$ cat src/eeu_pkg.sv
package eeu_pkg;

    localparam int OPW = 31;                    // operand width
    localparam int CW = 32;                     // coefficient width
    localparam int CNTW = $clog2(OPW);          // divider bit counter width
    localparam logic [CNTW-1:0] DIV_LAST = CNTW'(OPW - 1);

    typedef struct packed {
        logic [OPW-1:0] modulus;
        logic [OPW-1:0] value;
    } t_in;

    typedef struct packed {
        logic signed [CW-1:0] coef_x;
        logic signed [CW-1:0] coef_y;
        logic [OPW-1:0]       inverse;
        logic                 order_error;
    } t_out;

    typedef enum logic [2:0] {
        ST_IDLE,
        ST_CHECK,
        ST_DIV,
        ST_MUL,
        ST_UPD,
        ST_DONE
    } t_state;

    typedef struct packed {
        logic load;
        logic div_init;
        logic div_step;
        logic mul;
        logic upd;
        logic res_load;
    } t_dp_cmd;

    typedef struct packed {
        logic order_err;
        logic r1_zero;
        logic div_last;
    } t_dp_sts;

endpackage

$ cat src/eeu_datapath.sv
module eeu_datapath
    import eeu_pkg::*;
(
    input  logic    i_clk,
    input  t_in     i_in_data,
    input  t_dp_cmd i_cmd,
    output t_dp_sts o_sts,
    output t_out    o_result
);

    logic [OPW-1:0]  r_a, r_r0, r_r1, r_rem, r_quo;
    logic [CW-1:0]   r_s0, r_s1, r_t0, r_t1, r_ps, r_pt;
    logic            r_err;
    logic [CNTW-1:0] r_cnt;

    logic [OPW:0]    rem_sh;
    logic            q_bit;
    logic [OPW:0]    rem_sub;
    logic [2*CW-1:0] ps_full, pt_full;
    logic [CW-1:0]   inv_sum;

    // One restoring division bit: shift in the next dividend bit, subtract if it fits.
    assign rem_sh  = {r_rem, r_quo[OPW-1]};
    assign rem_sub = rem_sh - {1'b0, r_r1};
    assign q_bit   = (rem_sh >= {1'b0, r_r1});

    // Coefficients only matter modulo 2^CW, so an unsigned product is enough.
    assign ps_full = {1'b0, r_quo} * r_s1;
    assign pt_full = {1'b0, r_quo} * r_t1;

    always_ff @(posedge i_clk) begin
        if (i_cmd.load) begin
            r_a   <= i_in_data.modulus;
            r_r0  <= i_in_data.modulus;
            r_r1  <= i_in_data.value;
            r_err <= (i_in_data.modulus <= i_in_data.value);
            r_s0  <= CW'(1);
            r_s1  <= '0;
            r_t0  <= '0;
            r_t1  <= CW'(1);
        end
        if (i_cmd.div_init) begin
            r_rem <= '0;
            r_quo <= r_r0;
            r_cnt <= '0;
        end
        if (i_cmd.div_step) begin
            r_rem <= q_bit ? rem_sub[OPW-1:0] : rem_sh[OPW-1:0];
            r_quo <= {r_quo[OPW-2:0], q_bit};
            r_cnt <= r_cnt + CNTW'(1);
        end
        if (i_cmd.mul) begin
            r_ps <= ps_full[CW-1:0];
            r_pt <= pt_full[CW-1:0];
        end
        if (i_cmd.upd) begin
            r_r0 <= r_r1;
            r_r1 <= r_rem;
            r_s0 <= r_s1;
            r_s1 <= r_s0 - r_ps;
            r_t0 <= r_t1;
            r_t1 <= r_t0 - r_pt;
        end
    end

    assign o_sts.order_err = r_err;
    assign o_sts.r1_zero   = (r_r1 == '0);
    assign o_sts.div_last  = (r_cnt == DIV_LAST);

    assign inv_sum = r_t0 + {1'b0, r_a};

    always_comb begin
        if (r_err) begin
            o_result.coef_x      = '0;
            o_result.coef_y      = '0;
            o_result.inverse     = '0;
            o_result.order_error = 1'b1;
        end else begin
            o_result.coef_x      = r_s0;
            o_result.coef_y      = r_t0;
            o_result.inverse     = r_t0[CW-1] ? inv_sum[OPW-1:0] : r_t0[OPW-1:0];
            o_result.order_error = 1'b0;
        end
    end

endmodule

$ cat src/eeu_ctrl.sv
module eeu_ctrl
    import eeu_pkg::*;
(
    input  logic    i_clk,
    input  logic    i_rst_n,
    input  logic    i_in_valid,
    input  logic    i_out_free,
    input  t_dp_sts i_sts,
    output logic    o_in_ready,
    output t_dp_cmd o_cmd
);

    t_state r_state, n_state;

    always_ff @(posedge i_clk) begin
        if (!i_rst_n) begin
            r_state <= ST_IDLE;
        end else begin
            r_state <= n_state;
        end
    end

    always_comb begin
        n_state = r_state;
        case (r_state)
            ST_IDLE: begin
                if (i_in_valid) begin
                    n_state = ST_CHECK;
                end
            end
            ST_CHECK: begin
                if (i_sts.order_err || i_sts.r1_zero) begin
                    n_state = ST_DONE;
                end else begin
                    n_state = ST_DIV;
                end
            end
            ST_DIV: begin
                if (i_sts.div_last) begin
                    n_state = ST_MUL;
                end
            end
            ST_MUL:  n_state = ST_UPD;
            ST_UPD:  n_state = ST_CHECK;
            ST_DONE: begin
                if (i_out_free) begin
                    n_state = ST_IDLE;
                end
            end
            default: n_state = ST_IDLE;
        endcase
    end

    always_comb begin
        o_cmd      = '0;
        o_in_ready = 1'b0;
        case (r_state)
            ST_IDLE: begin
                o_in_ready = 1'b1;
                o_cmd.load = i_in_valid;
            end
            ST_CHECK: begin
                o_cmd.div_init = !(i_sts.order_err || i_sts.r1_zero);
            end
            ST_DIV:  o_cmd.div_step = 1'b1;
            ST_MUL:  o_cmd.mul = 1'b1;
            ST_UPD:  o_cmd.upd = 1'b1;
            ST_DONE: o_cmd.res_load = i_out_free;
            default: o_cmd = '0;
        endcase
    end

endmodule

$ cat src/extended_euclid_mod_inverse_unit.sv
// Extended Euclidean modular inverse unit. Each transfer on the input channel carries a
// modulus a and a value b, and produces one transfer on the output channel with Bezout
// coefficients x and y (a*x + b*y = gcd(a, b), two's complement), and y reduced into
// [0, a), which is the inverse of b modulo a when the two are coprime. Coprimality is not
// checked. When a is not greater than b, order_error is set and the other fields are zero.
// Items are processed one at a time. Every Euclid step runs a restoring divider that
// retires one quotient bit per cycle, after a setup and before the coefficient multiply
// and update. An item takes at most 44 division steps for 31-bit operands. Results with
// an order error or a zero value finish without any division step. A finished result
// waits in an output register, and the next input is accepted as soon as it has been
// stored.
module extended_euclid_mod_inverse_unit
    import eeu_pkg::*;
(
    input  logic i_clk,
    input  logic i_rst_n,
    input  logic i_in_valid,
    output logic o_in_ready,
    input  t_in  i_in_data,
    output logic o_out_valid,
    input  logic i_out_ready,
    output t_out o_out_data
);

    t_dp_cmd cmd;
    t_dp_sts sts;
    t_out    result;
    logic    out_free;

    logic    r_out_valid;
    t_out    r_out;

    // The output register can take a new result when empty or when its transfer completes.
    assign out_free = !r_out_valid || i_out_ready;

    eeu_ctrl u_ctrl (
        .i_clk      (i_clk),
        .i_rst_n    (i_rst_n),
        .i_in_valid (i_in_valid),
        .i_out_free (out_free),
        .i_sts      (sts),
        .o_in_ready (o_in_ready),
        .o_cmd      (cmd)
    );

    eeu_datapath u_dp (
        .i_clk     (i_clk),
        .i_in_data (i_in_data),
        .i_cmd     (cmd),
        .o_sts     (sts),
        .o_result  (result)
    );

    always_ff @(posedge i_clk) begin
        if (!i_rst_n) begin
            r_out_valid <= 1'b0;
        end else if (cmd.res_load) begin
            r_out_valid <= 1'b1;
        end else if (i_out_ready) begin
            r_out_valid <= 1'b0;
        end
    end

    // Payload register needs no reset; it is only read while valid.
    always_ff @(posedge i_clk) begin
        if (cmd.res_load) begin
            r_out <= result;
        end
    end

    assign o_out_valid = r_out_valid;
    assign o_out_data  = r_out;

endmodule
$ cat config.mk
export PLATFORM = sky130hd
export DESIGN_NAME = extended_euclid_mod_inverse_unit
export DESIGN_NICKNAME = d
export VERILOG_FILES = /design/src/eeu_pkg.sv /design/src/eeu_datapath.sv /design/src/eeu_ctrl.sv /design/src/extended_euclid_mod_inverse_unit.sv
export SDC_FILE = /design/constraint.sdc
export NUM_CORES = 2
export LEC_CHECK = 0
export BUFFER_PORTS_ARGS = -buffer_cell sky130_fd_sc_hd__buf_4
export CORE_ASPECT_RATIO = 0.8
export CORE_UTILIZATION = 26
export DETAILED_ROUTE_END_ITERATION = 8
export HOLD_SLACK_MARGIN = 0.08
export PLACE_DENSITY = 0.42
export SKIP_CTS_REPAIR_TIMING = 1
export SYNTH_ARGS = -nofsm -noshare
export SYNTH_HDL_FRONTEND = slang
export SYNTH_HIERARCHICAL = 1
export SYNTH_SLANG_ARGS = --single-unit
$ cat constraint.sdc
create_clock -name i_clk -period 15.1 [get_ports i_clk]
set_input_delay 0.755 -clock i_clk [delete_from_list [all_inputs] [get_ports i_clk]]
set_output_delay 0.755 -clock i_clk [all_outputs]
set_load 0.05 [all_outputs]
Yosys cells after proc, flatten, opt, wreduce, memory -nomap -nowiden
Cells that the tools add are included.
- reduce and logical (&&, ||, !) cells: 10
- equal/unequal tests: 9
- mux-type cells: 33
- add/sub/neg operators: 5
- multiply operators: 2
- $lt $le $gt $ge: 2
- operators with widths (operator ; count):
    2-to-1 mux 31 bit ; 10
    2-to-1 mux 32 bit ; 6
    multiplier 31 x 32 -> 32 bit ; 2
    subtractor 32 bit ; 2
    >= comparator 32 x 31 -> 1 bit ; 1
    adder 31 bit ; 1
    less-or-equal comparator 31 bit ; 1
    zero test 31 bit ; 1
    subtractor 31 bit ; 1
    one-hot mux 3 bit (6 select lines) ; 1
    2-to-1 mux 3 bit ; 4
    2-to-1 mux 1 bit ; 10
    2-to-1 mux 5 bit ; 2
    == test 3 x 2 -> 1 bit (second input constant) ; 2
    == test 3 bit (second input constant) ; 2
    nonzero test 2 bit ; 3
    adder 5 x 1 -> 5 bit (second input constant) ; 1
    == test 5 bit (second input constant) ; 1
    != test 2 bit (second input constant) ; 2
    == test 3 x 1 -> 1 bit (second input constant) ; 1
    zero test 3 bit ; 1
    AND reduction 3 bit ; 1
    zero test 1 bit ; 2
    logical OR 1 bit ; 2
    != test 2 x 1 -> 1 bit (second input constant) ; 1
- output and inout bits: 98
- flip-flop bits (word level): 453
- bits of input ports: 66
- logic and storage cells: 80

Depth between registers and ports, before layout
- depth after elaboration: 6
- gate-level depth with buffers: 28

Modules after synthesis
Netlist, hierarchy kept.
- by module, submodules not included (module ; instances ; cells each ; area each (µm²)):
    eeu_datapath ; 1 ; 5375 ; 51857.2
    extended_euclid_mod_inverse_unit ; 1 ; 100 ; 2931.6
    eeu_ctrl ; 1 ; 29 ; 227.7

Worst setup path before layout
Ideal clock, no wire load.
- path type: flip-flop to flip-flop
- from: reg u_dp.r_quo[7]
- to: reg u_dp.r_pt[31], data pin
- clock period less this slack: 6.909 ns
- setup time: 0.263 ns
- path buffers: 2
- cell stages (with the launch flop): 28
- data arrival time: 6.646 ns
- slack: 8.191 ns
- cells stage by stage: edfxtp_1 -> clkbuf_1 -> clkbuf_1 -> nand2_1 -> fa_1 -> inv_1 -> fa_1 -> fa_1 -> inv_1 -> fa_1 -> inv_1 -> fa_1 -> inv_1 -> fa_1 -> inv_1 -> fa_1 -> fa_1 -> ha_1 -> a21oi_1 -> nor2b_1 -> a211oi_1 -> nor2_1 -> a31oi_1 -> a21oi_1 -> a21oi_1 -> nor2_1 -> a311oi_1 -> xnor2_1
- word-level cells in the longest chain between the ends: 1
- ends and longest elaborated chain (element ; RTL line ; RTL):
    start: declaration ; eeu_datapath.sv:11 ; logic [OPW-1:0] r_a, r_r0, r_r1, r_rem, r_quo;
    start signal: assignment ; eeu_datapath.sv:44 ; r_quo <= r_r0;
    start signal: assignment ; eeu_datapath.sv:49 ; r_quo <= {r_quo[OPW-2:0], q_bit};
    multiplier 31 x 32 -> 32 bit ; eeu_datapath.sv:29 ; assign pt_full = {1'b0, r_quo} * r_t1;
    net u_dp.pt_full[31] ; eeu_datapath.sv:19 ; logic [2*CW-1:0] ps_full, pt_full;
    end signal: assignment ; eeu_datapath.sv:54 ; r_pt <= pt_full[CW-1:0];
    end: declaration ; eeu_datapath.sv:12 ; logic [CW-1:0] r_s0, r_s1, r_t0, r_t1, r_ps, r_pt;
The timed path passes the listed nets, and every way through them passes these cells.
A chain may end at the register's enable or synchronous reset.

Final worst setup path
- from: reg u_dp.r_quo[9]
- to: reg u_dp.r_pt[28], data pin
Same word-level chain as after synthesis.

==> reports/metrics.cfg <==
[outcome]
run_status=finished clean

[global_routing]
grt_max_degree=70
grt_pass1_wl_um=262000
gr-usage-all-layers_pct=16.4
antenna_found_initial=22
grt_overflow=0
grt_pass1_vias=40200

[layout]
fillers=22100
nets=6831
area_growth_pct=11.0
drive_gt1_share_pct=7.61

[critical_path]
cp_data_arrival_time_ps=8430
startpoint_type=flop
crit_required_ps=15470
cp_slowest_cell=edfxtp_1
path_common_cell=fa_1
critPathKind=flop to flop
slowest_delay_ps=900
crit_chain=buf_4 > nand2_1 > fa_1 > inv_1 > fa_1 > fa_1 > inv_1 > fa_1 > inv_1 > fa_1 > inv_1 > fa_1 > inv_1 > fa_1 > fa_1 > ha_1 > a21oi_1 > nor2b_1 > nor2_1 > o31ai_1 > a31oi_1 > o31ai_1 > a31oi_1 > xnor2_1
end_kind=flop
path_max_fanout=28
crit_family=adder cells
worst-path-buf-inv=6

[job]
max-cap-violations=0

[logic_synthesis]
synthCells=5504
yosys-top-cells-area=fa_1 30%, edfxtp_1 25%, ha_1 9.0%, and2_1 6.7%, inv_1 6.4%
synth_warnings=6
seq_area_frac_synth_pct=24.7
synth_edf_count=449
synth_area_leader_cell=fa_1
syn_area_per_cell_um2=10.0
syn_nets=6788
synth_area_um2=55000
yosys_most_used_dff=edfxtp_1
netlist.area_leader.share_pct=29.9
ys_types=94
ys_async_sr_fraction_pct=0
ys_seq_elements=453

[die]
io_pins=164
dieArea_um2=213000
initial_core_util_pct=26.2
coreArea_um2=210000
die_w_um=516
die_h_um=413
rows=150

[placement]
gp_congestion=0.845
dpl_worst_slack_ps=7120
hpwlAfterDp_um=130000
port_buffers=163

[drt]
wl_per_cell_um=20.5
ant_nets=0
firstDrtPassIters=7
vias=37800
routed_via_density=4.50
drt_iter0_markers=2507
routed_wl_um=172000
drc=0

[timing]
slew_headroom_pct=26.6
fin_setup_tns_ps=0
finalCritPeriodShare_pct=53.4
hold_viol_final=0
finalSetupViolCount=0
fin_ws_ps=7040
fin_crit_ps=8060
finalMaxSlewViolations=0
finClkSkew_ps=39.1
tightest_slew_ps=1100
rsz0062_at_grt=no
fmax_mhz=124
hold_slack_ps=335

[clocking]
cts.path.max_buffers=3
htreeDepth=2
cts_sinks=453
cts_tree=done
clockRootBuffer=clkbuf_16
cts-buffers-inserted=48
clkTransAtPathRegs_ps=60
clk_latency_ps=650

[hold_path]
hold_class=input pin to flop

path summary, 6_finish.rpt:
check	startpoint	cells after the start	endpoint	slack [ps]
setup / recovery	u_dp/r_quo[9]	24	u_dp/r_pt[28]	7040
hold / removal	i_in_data[31]	1	u_dp/r_a[0]	340
setup reg to reg	u_dp/r_quo[9]	24	u_dp/r_pt[28]	7040
hold reg to reg	o_out_valid	2	o_out_valid	540
state kept, by name, summed over array words and instances (netlist names):
signal and count:
u_dp/r_ps 32, u_dp/r_err 1, u_dp/r_t1 32, u_dp/r_r1 31, u_dp/r_t0 32, o_out_data 96, u_dp/r_pt 32, o_out_valid 1
u_dp/r_r0 31, u_dp/r_s1 32, u_dp/r_rem 31, u_ctrl/r_state 3, u_dp/r_s0 32, u_dp/r_quo 31, u_dp/r_cnt 5, u_dp/r_a 31
layout by cell type, fill, tap and decap left out, drive strengths merged, types with 15 or more instances in the layout:
cell / instances
xor2: 79
mux2: 61
o21bai: 18
mux2i: 35
inv: 944
a21o: 75
a211oi: 28
o21ai: 112
nand3: 27
clkbuf: 53
edfxtp: 449
fa: 822
clkinv: 27
nand2b: 43
buf: 253
ha: 396
nand4: 25
o31ai: 15
nor3: 34
nor2b: 84
and2: 588
a21oi: 140
nor2: 216
a31oi: 21
nand2: 660
o21a: 31
xnor2: 189
nor4: 18
area by class of cell:
class                   count  area (µm²)  area share [%]
multi-input cells        3848       36900            60.5
flip-flops and latches    453       13600            22.2
inverters                 943        3540            5.80
well taps                2812        3520            5.76
repair buffers            253        1900            3.11
clock buffers              53        1240            2.03
clock inverters            35         345           0.565
diodes                      9        22.5          0.0369
layer usage:
layer | up-vias | wire (µm) | global-route usage (%) | share of wire [%]
met5 | - | 28 | 0 | 0.016
met4 | 4 | 2450 | 2.27 | 1.4
met3 | 138 | 10100 | 2.71 | 5.8
met2 | 828 | 71500 | 24.2 | 41
met1 | 19500 | 88300 | 25.2 | 51
li1 | 17400 | - | - | -
Yosys cell counts, drive strengths merged, types with 6 or more instances:
cell type and number:
nand2b 43, nand4 25, a21o 75, o211ai 11
a31oi 21, nor2b 84, nor4 18, xor2 79
o31ai 15, and3 12, o21a 31, or2 12
a211oi 28, clkbuf 241, fa 822, edfxtp 449
nor2 216, inv 943, nand3 27, a21oi 140
o21ai 112, mux2 61, buf 19, or3 9
nor3 34, o22ai 6, mux2i 35, and2 588
ha 396, o21bai 18, xnor2 189, nand2 660
through the flow:
step / utilization (%) / cells / instance area, µm²
global route: 29.1 / 8398 / 61100
global placement: 28.4 / 8309 / 59500
finish: 29.1 / 8406 / 61100
floorplan: - / 5504 / 55000
detailed placement: 28.4 / 8309 / 59500
CTS: 29.1 / 8397 / 61100
cells by family (layout without fill, tap and decap cells):
logic type | Yosys count | in the layout | synth area share, %
AND/OR/NAND/NOR | 1751 | 1751 | 16.0
adder cells (fa/ha/maj) | 1218 | 1218 | 38.9
buffers and inverters | 1203 | 1284 | 8.25
AO/OA/AOI/OAI | 515 | 515 | 6.06
flip-flops | 453 | 453 | 24.7
XOR/XNOR | 268 | 268 | 4.27
multiplexers | 96 | 96 | 1.89
other | 0 | 9 | 0
Power is not shown: default switching activity piles up to over one toggle a cycle in this logic, so the estimate is an artifact.
